==> config.mk <==
export PLATFORM = sky130hd
export DESIGN_NAME = i2c_master_write_read_sequencer_core_flat
export DESIGN_NICKNAME = d
export VERILOG_FILES = /design/src/sv/i2cmwr_pkg.sv /design/src/sv/i2cmwr_in_if.sv /design/src/sv/i2cmwr_out_if.sv /design/src/sv/i2c_master_write_read_sequencer_core.sv /design/src/sv/i2cmwr_fsm.sv /design/src/flat_wrapper.sv
export SDC_FILE = /design/constraint.sdc
export NUM_CORES = 1
export LEC_CHECK = 0
export BUFFER_PORTS_ARGS = -buffer_cell sky130_fd_sc_hd__buf_4
export CAP_MARGIN = 20
export CORE_ASPECT_RATIO = 0.5
export CORE_UTILIZATION = 30
export CTS_CLUSTER_SIZE = 30
export DETAILED_ROUTE_END_ITERATION = 8
export GPL_TIMING_DRIVEN = 1
export PLACE_DENSITY = 0.47
export SYNTH_ARGS = -nofsm -noshare
export SYNTH_HDL_FRONTEND = slang
export SYNTH_HIERARCHICAL = 1
export SYNTH_SLANG_ARGS = --single-unit
==> constraint.sdc <==
create_clock -name clk -period 2.2 [get_ports clk]
set_input_delay 0.44 -clock clk [delete_from_list [all_inputs] [get_ports clk]]
set_output_delay 0.44 -clock clk [all_outputs]
set_load 0.005 [all_outputs]
==> src/sv/i2cmwr_pkg.sv <==
// Shared types and codes for the I2C master write/read sequencer.
package i2cmwr_pkg;

	localparam int unsigned AddrWidth  = 7;
	localparam int unsigned ByteWidth  = 8;
	localparam int unsigned CountWidth = 8;

	typedef enum logic [2:0] {
		CMD_NONE    = 3'd0,
		CMD_START   = 3'd1,
		CMD_SEND    = 3'd2,
		CMD_RESTART = 3'd3,
		CMD_STOP    = 3'd4,
		CMD_ACK     = 3'd5,
		CMD_NACK    = 3'd6,
		CMD_RECV    = 3'd7
	} cmd_t;

	typedef enum logic [1:0] {
		STATUS_OK       = 2'd0,
		STATUS_NOACK    = 2'd1,
		STATUS_OVERFLOW = 2'd2,
		STATUS_RSVD     = 2'd3
	} status_t;

	localparam logic KIND_BEGIN = 1'b0;
	localparam logic KIND_EVENT = 1'b1;

	typedef struct packed {
		logic                  kind;
		logic [AddrWidth-1:0]  slave_address;
		logic [CountWidth-1:0] write_count;
		logic [CountWidth-1:0] read_count;
		logic                  start_seen;
		logic                  tx_ready;
		logic                  acked;
		logic                  rx_overflow;
		logic [ByteWidth-1:0]  rx_byte;
		logic [ByteWidth-1:0]  tx_byte;
	} in_item_t;

	typedef struct packed {
		logic [2:0]           command;
		logic [ByteWidth-1:0] out_byte;
		logic                 read_valid;
		logic [ByteWidth-1:0] read_byte;
		logic                 done_res;
		logic [1:0]           status;
		logic                 busy_res;
	} out_item_t;

endpackage

==> src/sv/i2cmwr_in_if.sv <==
// Valid/ready channel that carries begin and bus engine event beats.
interface i2cmwr_in_if;
	logic                 valid;
	logic                 ready;
	i2cmwr_pkg::in_item_t data;

	modport source (output valid, output data, input ready);
	modport sink (input valid, input data, output ready);
endinterface

==> src/sv/i2cmwr_out_if.sv <==
// Valid/ready channel that carries command result beats.
interface i2cmwr_out_if;
	logic                  valid;
	logic                  ready;
	i2cmwr_pkg::out_item_t data;

	modport source (output valid, output data, input ready);
	modport sink (input valid, input data, output ready);
endinterface

==> src/sv/i2c_master_write_read_sequencer_core.sv <==
// Top level of the I2C master write/read sequencer: input register, state machine, result register.
//
// Each beat on req is either a begin (slave address, write count, read count) or a report of
// what the byte-level bus engine saw; every beat yields exactly one beat on rsp with the next
// bus command, any received byte, and done/status/busy flags. A beat is taken into an input
// register, run through the state machine, and its result lands in an output register, so a new
// beat is accepted every cycle while rsp is ready; a result is offered on rsp from the output
// register after its beat has left the input register. While a finished result waits to be taken,
// one more beat can sit in the input register; further beats stall until rsp takes the result.
// A begin beat while a transaction runs answers with no command and busy set.
module i2c_master_write_read_sequencer_core (
	input  logic         clk,
	input  logic         arst_n,
	i2cmwr_in_if.sink    req,
	i2cmwr_out_if.source rsp
);

	logic                  valid_s1;
	i2cmwr_pkg::in_item_t  item_s1;
	logic                  out_valid_q;
	i2cmwr_pkg::out_item_t out_q;
	i2cmwr_pkg::out_item_t result;
	logic                  advance;

	// The registered beat moves on once the result register is free or being drained.
	assign advance   = valid_s1 & (~out_valid_q | rsp.ready);
	assign req.ready = ~valid_s1 | advance;
	assign rsp.valid = out_valid_q;
	assign rsp.data  = out_q;

	i2cmwr_fsm u_fsm (
		.clk    (clk),
		.arst_n (arst_n),
		.step   (advance),
		.item   (item_s1),
		.result (result)
	);

	always_ff @(posedge clk or negedge arst_n) begin
		if (!arst_n) begin
			valid_s1 <= 1'b0;
		end else if (req.valid && req.ready) begin
			valid_s1 <= 1'b1;
		end else if (advance) begin
			valid_s1 <= 1'b0;
		end
	end

	always_ff @(posedge clk) begin
		if (req.valid && req.ready) begin
			item_s1 <= req.data;
		end
	end

	always_ff @(posedge clk or negedge arst_n) begin
		if (!arst_n) begin
			out_valid_q <= 1'b0;
		end else if (advance) begin
			out_valid_q <= 1'b1;
		end else if (rsp.ready) begin
			out_valid_q <= 1'b0;
		end
	end

	always_ff @(posedge clk) begin
		if (advance) begin
			out_q <= result;
		end
	end

endmodule

==> src/sv/i2cmwr_fsm.sv <==
// Transaction state machine: holds phase and counters, computes one result per step.
module i2cmwr_fsm (
	input  logic                  clk,
	input  logic                  arst_n,
	input  logic                  step,
	input  i2cmwr_pkg::in_item_t  item,
	output i2cmwr_pkg::out_item_t result
);

	typedef enum logic [3:0] {
		PH_IDLE      = 4'd0,
		PH_START     = 4'd1,
		PH_ADDR_WR   = 4'd2,
		PH_WRITING   = 4'd3,
		PH_RESTART   = 4'd4,
		PH_ADDR_RD   = 4'd5,
		PH_READING   = 4'd6,
		PH_SEND_ACK  = 4'd7,
		PH_SEND_NACK = 4'd8,
		PH_STOPPING  = 4'd9,
		PH_ERR_NOACK = 4'd10,
		PH_ERR_OVF   = 4'd11
	} phase_t;

	localparam logic [i2cmwr_pkg::CountWidth-1:0] CountOne =
		{{(i2cmwr_pkg::CountWidth-1){1'b0}}, 1'b1};

	phase_t                                  phase_q, phase_d;
	logic [i2cmwr_pkg::CountWidth-1:0]       writes_left_q, writes_left_d;
	logic [i2cmwr_pkg::CountWidth-1:0]       reads_left_q, reads_left_d;
	logic [i2cmwr_pkg::AddrWidth-1:0]        target_address_q, target_address_d;
	logic [i2cmwr_pkg::ByteWidth-1:0]        wr_addr, rd_addr;
	logic                                    bus_started;

	assign wr_addr     = {target_address_q, 1'b0};
	assign rd_addr     = {target_address_q, 1'b1};
	assign bus_started = item.start_seen & item.tx_ready;

	always_comb begin
		phase_d          = phase_q;
		writes_left_d    = writes_left_q;
		reads_left_d     = reads_left_q;
		target_address_d = target_address_q;
		result           = '0;
		result.command   = i2cmwr_pkg::CMD_NONE;
		result.status    = i2cmwr_pkg::STATUS_OK;

		if (item.kind == i2cmwr_pkg::KIND_BEGIN) begin
			// A begin beat is dropped while a transaction runs.
			if (phase_q == PH_IDLE) begin
				target_address_d = item.slave_address;
				writes_left_d    = item.write_count;
				reads_left_d     = item.read_count;
				phase_d          = PH_START;
				result.command   = i2cmwr_pkg::CMD_START;
			end
		end else begin
			case (phase_q)
				PH_IDLE: begin
				end
				PH_START: begin
					if (bus_started) begin
						if (writes_left_q != '0) begin
							result.command  = i2cmwr_pkg::CMD_SEND;
							result.out_byte = wr_addr;
							phase_d         = PH_ADDR_WR;
						end else if (reads_left_q != '0) begin
							result.command  = i2cmwr_pkg::CMD_SEND;
							result.out_byte = rd_addr;
							phase_d         = PH_ADDR_RD;
						end else begin
							result.command = i2cmwr_pkg::CMD_STOP;
							phase_d        = PH_STOPPING;
						end
					end
				end
				PH_ADDR_WR, PH_WRITING: begin
					if (!item.acked) begin
						result.command = i2cmwr_pkg::CMD_STOP;
						phase_d        = PH_ERR_NOACK;
					end else if (writes_left_q != '0) begin
						writes_left_d   = writes_left_q - CountOne;
						result.command  = i2cmwr_pkg::CMD_SEND;
						result.out_byte = item.tx_byte;
						phase_d         = PH_WRITING;
					end else if (reads_left_q != '0) begin
						result.command = i2cmwr_pkg::CMD_RESTART;
						phase_d        = PH_RESTART;
					end else begin
						result.command = i2cmwr_pkg::CMD_STOP;
						phase_d        = PH_STOPPING;
					end
				end
				PH_RESTART: begin
					if (bus_started) begin
						result.command  = i2cmwr_pkg::CMD_SEND;
						result.out_byte = rd_addr;
						phase_d         = PH_ADDR_RD;
					end
				end
				PH_ADDR_RD: begin
					if (!item.acked) begin
						result.command = i2cmwr_pkg::CMD_STOP;
						phase_d        = PH_ERR_NOACK;
					end else if (reads_left_q != '0) begin
						reads_left_d = reads_left_q - CountOne;
						if (!item.rx_overflow) begin
							result.command = i2cmwr_pkg::CMD_RECV;
							phase_d        = PH_READING;
						end else begin
							result.command = i2cmwr_pkg::CMD_STOP;
							phase_d        = PH_ERR_OVF;
						end
					end else begin
						result.command = i2cmwr_pkg::CMD_STOP;
						phase_d        = PH_STOPPING;
					end
				end
				PH_READING: begin
					result.read_valid = 1'b1;
					result.read_byte  = item.rx_byte;
					if (reads_left_q != '0) begin
						reads_left_d   = reads_left_q - CountOne;
						result.command = i2cmwr_pkg::CMD_ACK;
						phase_d        = PH_SEND_ACK;
					end else begin
						result.command = i2cmwr_pkg::CMD_NACK;
						phase_d        = PH_SEND_NACK;
					end
				end
				PH_SEND_ACK: begin
					if (!item.rx_overflow) begin
						result.command = i2cmwr_pkg::CMD_RECV;
						phase_d        = PH_READING;
					end else begin
						result.command = i2cmwr_pkg::CMD_STOP;
						phase_d        = PH_ERR_OVF;
					end
				end
				PH_SEND_NACK: begin
					result.command = i2cmwr_pkg::CMD_STOP;
					phase_d        = PH_STOPPING;
				end
				PH_STOPPING: begin
					result.done_res = 1'b1;
					result.status   = i2cmwr_pkg::STATUS_OK;
					phase_d         = PH_IDLE;
				end
				PH_ERR_NOACK: begin
					result.done_res = 1'b1;
					result.status   = i2cmwr_pkg::STATUS_NOACK;
					phase_d         = PH_IDLE;
				end
				PH_ERR_OVF: begin
					result.done_res = 1'b1;
					result.status   = i2cmwr_pkg::STATUS_OVERFLOW;
					phase_d         = PH_IDLE;
				end
				default: begin
					phase_d = PH_IDLE;
				end
			endcase
		end

		result.busy_res = (phase_d != PH_IDLE);
	end

	always_ff @(posedge clk or negedge arst_n) begin
		if (!arst_n) begin
			phase_q          <= PH_IDLE;
			writes_left_q    <= '0;
			reads_left_q     <= '0;
			target_address_q <= '0;
		end else if (step) begin
			phase_q          <= phase_d;
			writes_left_q    <= writes_left_d;
			reads_left_q     <= reads_left_d;
			target_address_q <= target_address_d;
		end
	end

endmodule
==> src/flat_wrapper.sv <==
// flat-port wrapper written by rule: the top's interface ports become plain ports
module i2c_master_write_read_sequencer_core_flat 
  (clk, arst_n, req_valid, req_data, req_ready, rsp_valid, rsp_data, rsp_ready);
  i2cmwr_in_if req_i ();
  i2cmwr_out_if rsp_i ();
  input  logic clk;
  input  logic arst_n;
  input wire logic [$bits(req_i.valid)-1:0] req_valid;
  input wire logic [$bits(req_i.data)-1:0] req_data;
  output wire logic [$bits(req_i.ready)-1:0] req_ready;
  output wire logic [$bits(rsp_i.valid)-1:0] rsp_valid;
  output wire logic [$bits(rsp_i.data)-1:0] rsp_data;
  input wire logic [$bits(rsp_i.ready)-1:0] rsp_ready;
  assign req_i.valid = req_valid;
  assign req_i.data = req_data;
  assign req_ready = req_i.ready;
  assign rsp_valid = rsp_i.valid;
  assign rsp_data = rsp_i.data;
  assign rsp_i.ready = rsp_ready;
  i2c_master_write_read_sequencer_core u_core (.clk(clk), .arst_n(arst_n), .req(req_i), .rsp(rsp_i));
endmodule
==> parameters.txt <==
Parameter                              Value

Floorplanning
  Initial Utilization ... 0.3070
  Number of placed I/O pins ... 74
  Area enclosed by the die boundary ... 0.01533 mm^2
  Chip Width ... 174.1 um
  Core Area ... 0.01447 mm^2
  Die extent in y ... 88.04 um
  Site row count ... 31

Setup path
  R2R depth ... 7
  Worst setup path startpoint ... u_core/u_fsm/writes_left_q[0]
  Capture point of the critical path ... u_core/rsp.data[0]
  Worst Path Class, Setup ... reg -> reg
  Critical Path RT ... 2.27 ns
  Arrival time of data at the critical path endpoint ... 2.21 ns
  Largest stage delay on the critical path ... 0.52 ns
  Maximum fanout encountered on the critical timing path ... 5
  Cell count along the critical path ... 7
  Slowest cell on the critical path ... sky130_fd_sc_hd__or4b_4
  Bufs and invs on worst path ... 1
  Crit. End Element ... flop
  Setup slack of the most critical reg-to-reg path ... 0.06 ns
  Sequence of cells on the critical path ... inv_2 > ha_4 > or4b_4 > a211oi_1 > o2111ai_1 > a21oi_1 > nand4_1
  Worst R2R End ... u_core/rsp.data[0]
  Family with the most delay on the worst path ... compound AO/OA/AOI/OAI gates
  Launching element type of the critical path ... flop
  Beginning of the worst register-to-register path ... u_core/u_fsm/writes_left_q[0]

STA
  Post-layout minimum cycle time ... 2.138 ns
  Total count of max-transition violations in the final report ... 0
  Final hold vios ... 0
  Slew HR ... 0.5652
  Setup violations, final ... 0
  Post-route setup TNS ... 0 ns
  Fraction of the cycle the final worst path needs ... 0.9720
  Actual slew at the worst max-slew pin ... 0.6472 ns
  Highest attainable clock frequency ... 467.7 MHz
  Worst setup slack after layout ... 0.06169 ns
  Clock skew ... 0.006520 ns

Placement
  Cell count after placement ... 640
  Input/output buffers ... 73
  Final HPWL DP ... 7502 um
  Setup slack after placement ... -0.03105 ns
  Dpl cell area ... 0.005473 mm^2
  Gpl congestion ... 0.8487

Global route
  Number of global-route vias before repair ... 3184
  Pin count of the biggest net entering global routing ... 30
  GRT Resource Usage Total ... 0.1423
  Antenna violations before repair ... 0
  Global-route wire length before repair ... 16660 um
  Overflow left after global routing ... 0

Routing
  Final Routed Wirelength ... 10540 um
  Per-cell via count in the routed design ... 4.805
  Number of search-and-repair iterations in the first detailed-routing pass ... 4
  Iteration-0 DRC count of the detailed router ... 216
  WL/cell ... 16.05 um
  Via count of the routed design ... 3157
  Final ANT Viol Nets ... 0
  DRC violations left ... 0

Synth
  Sequential fraction of the synthesis area ... 0.6231
  Netlist area before placement ... 0.004442 mm^2
  FF+latch count, synth ... 97
  FFs w/ async S/R, synth ... 0.2990
  Mapped Avg Cell Area ... 12.95 um^2
  Total number of yosys warnings ... 6
  Number of distinct library cell variants in the gate-level netlist after synthesis ... 71
  Top_reg_cell synth ... sky130_fd_sc_hd__edfxtp_1
  Dominant cell by count in the synthesized netlist ... sky130_fd_sc_hd__edfxtp_1
  Number of enable-type register cells in the synthesized netlist ... 68
  Synth Instances ... 343
  Cells taking the most area after synthesis ... sky130_fd_sc_hd__edfxtp_1 (46%), sky130_fd_sc_hd__dfrtp_1 (16%), sky130_fd_sc_hd__nor2_1 (3.0%)
  Top cells by count, synth ... sky130_fd_sc_hd__edfxtp_1 (68), sky130_fd_sc_hd__nor2_1 (35), sky130_fd_sc_hd__dfrtp_1 (29)
  Post-synth top area cell ... sky130_fd_sc_hd__edfxtp_1
  Fraction of post-synthesis cell area in the top cell type by area ... 0.4597
  Net count after synthesis ... 393

Power
  Overall Power ... 5.899 mW
  Power density over cell area ... 1010 mW/mm^2
  Leakage component of the power ... 2.242 nW
  Peak VDD IR ... 0.3878 mV

CTS
  Number of buffers added to fix hold violations after cts ... 0
  CTS H-Tree Depth ... 3
  Number of buffers added by the clock tree synthesis step ... 9
  TritonCTS clock tree ... done
  Clock-pin slew reported for the worst setup and hold paths after clock tree synthesis ... 0.07 ns
  CTS root buffer ... sky130_fd_sc_hd__clkbuf_16
  Latest clock arrival within the worst-skew pair ... 0.34 ns
  Buffer levels on the longest clock path ... 2
  Number of sinks on the clock net ... 97

Layout
  Total number of nets in the final design ... 504
  Fin area ... 0.005838 mm^2
  Diode insertion count for antenna repair ... 0
  Relative area change from synthesis to final layout ... 31.44%
  Count of non-filler cells in the finished layout ... 657
  Fraction of layout cells with a size suffix above 1 ... 0.3987

Outcome
  Outcome ... finished, final reports clean

Run
  Number of maximum-capacitance violations ... 0

Hold path
  Hold WC Path Type ... in -> async
cell type report:
type,count,area (um^2)
Multi-Input combinational cell,219,1610
Inverter,11,41.29
Fill cell,1390,8630
Sequential cell,97,2771
Timing Repair Buffer,116,883.3
Tap cell,198,247.7
Clock inverter,7,58.81
Clock buffer,9,225.2
report_power, final:
| part | switching [mW] | internal (mW) | total (mW) |
|---|---|---|---|
| Sequential | 0.302 | 2.32 | 2.63 |
| Combinational | 0.894 | 0.870 | 1.76 |
| Clock | 0.719 | 0.789 | 1.51 |
| Total | 1.92 | 3.98 | 5.90 |
worst min-delay path by stage:
stage                     startpoint                             to  depth (start not counted)  slack, ns
after floorplan               arst_n               u_core/rsp.valid                          0       0.14
after global placement        arst_n        u_core/u_fsm/phase_q[1]                          1       0.41
after detailed placement      arst_n   u_core/u_fsm/reads_left_q[6]                          1       0.41
after CTS                     arst_n   u_core/u_fsm/reads_left_q[6]                          1       0.04
after global routing          arst_n  u_core/u_fsm/writes_left_q[4]                          1       0.05
final                         arst_n   u_core/u_fsm/reads_left_q[6]                          1       0.03
cell families (layout without fill, tap and decap cells):
group                      count (synthesis)  after routing  share of synthesized area
AOI/OAI and AO/OA                         95             95                     0.1592
buffers and inverters                     27            143                    0.03183
adders and majority gates                  2              2                   0.005633
and+or+nand+nor                          112            112                     0.1561
xor gates and xnor gates                   1              1                   0.001972
muxes                                      9              9                    0.02225
DFF                                       97             97                     0.6231
through the flow:
step,utilization,hold WS (ns)
detailed placement,0.3783,0.4148
global route,0.4035,0.05025
finish,0.4035,0.03133
CTS,0.3990,0.04145
floorplan,-,0.1444
global placement,0.3783,0.4144
sequential cells by signal (all words and copies together), names as in the netlist:
signal / count
u_core/item_s1: 44
u_core/rsp.data: 24
u_core/u_fsm/reads_left_q: 8
u_core/u_fsm/writes_left_q: 8
u_core/u_fsm/target_address_q: 7
u_core/u_fsm/phase_q: 4
u_core/rsp.valid: 1
u_core/valid_s1: 1
repair_timing:
item,CTS,global route
resized for setup,3,16
pin swaps,1,7
endpoints found under the setup margin,3,23
buffers inserted,0,1
per-layer routing:
| layer | GRT usage | vias to the layer above | part of all wire |
|---|---|---|---|
| li1 | - | 1539 | - |
| met4 | 0.03828 | 0 | 0.0074 |
| met5 | 0 | - | 0 |
| met3 | 0.03125 | 6 | 0.037 |
| met2 | 0.2331 | 73 | 0.46 |
| met1 | 0.1924 | 1539 | 0.50 |
cells in the final DEF, fill, tap and decap left out, types with 5 or more instances in the layout:
cell and n:
sky130_fd_sc_hd__dfrtp_1 26, sky130_fd_sc_hd__nor3_1 8, sky130_fd_sc_hd__buf_4 115, sky130_fd_sc_hd__nor2_1 33
sky130_fd_sc_hd__a31oi_1 5, sky130_fd_sc_hd__nand2_1 14, sky130_fd_sc_hd__or3_1 6, sky130_fd_sc_hd__a22oi_1 7
sky130_fd_sc_hd__clkbuf_16 9, sky130_fd_sc_hd__inv_1 9, sky130_fd_sc_hd__mux2_2 7, sky130_fd_sc_hd__a21oi_1 18
sky130_fd_sc_hd__edfxtp_1 68, sky130_fd_sc_hd__o22a_1 10, sky130_fd_sc_hd__o21ai_0 14, sky130_fd_sc_hd__and3_1 9
No activity file was read; power rests on OpenSTA's default activity.
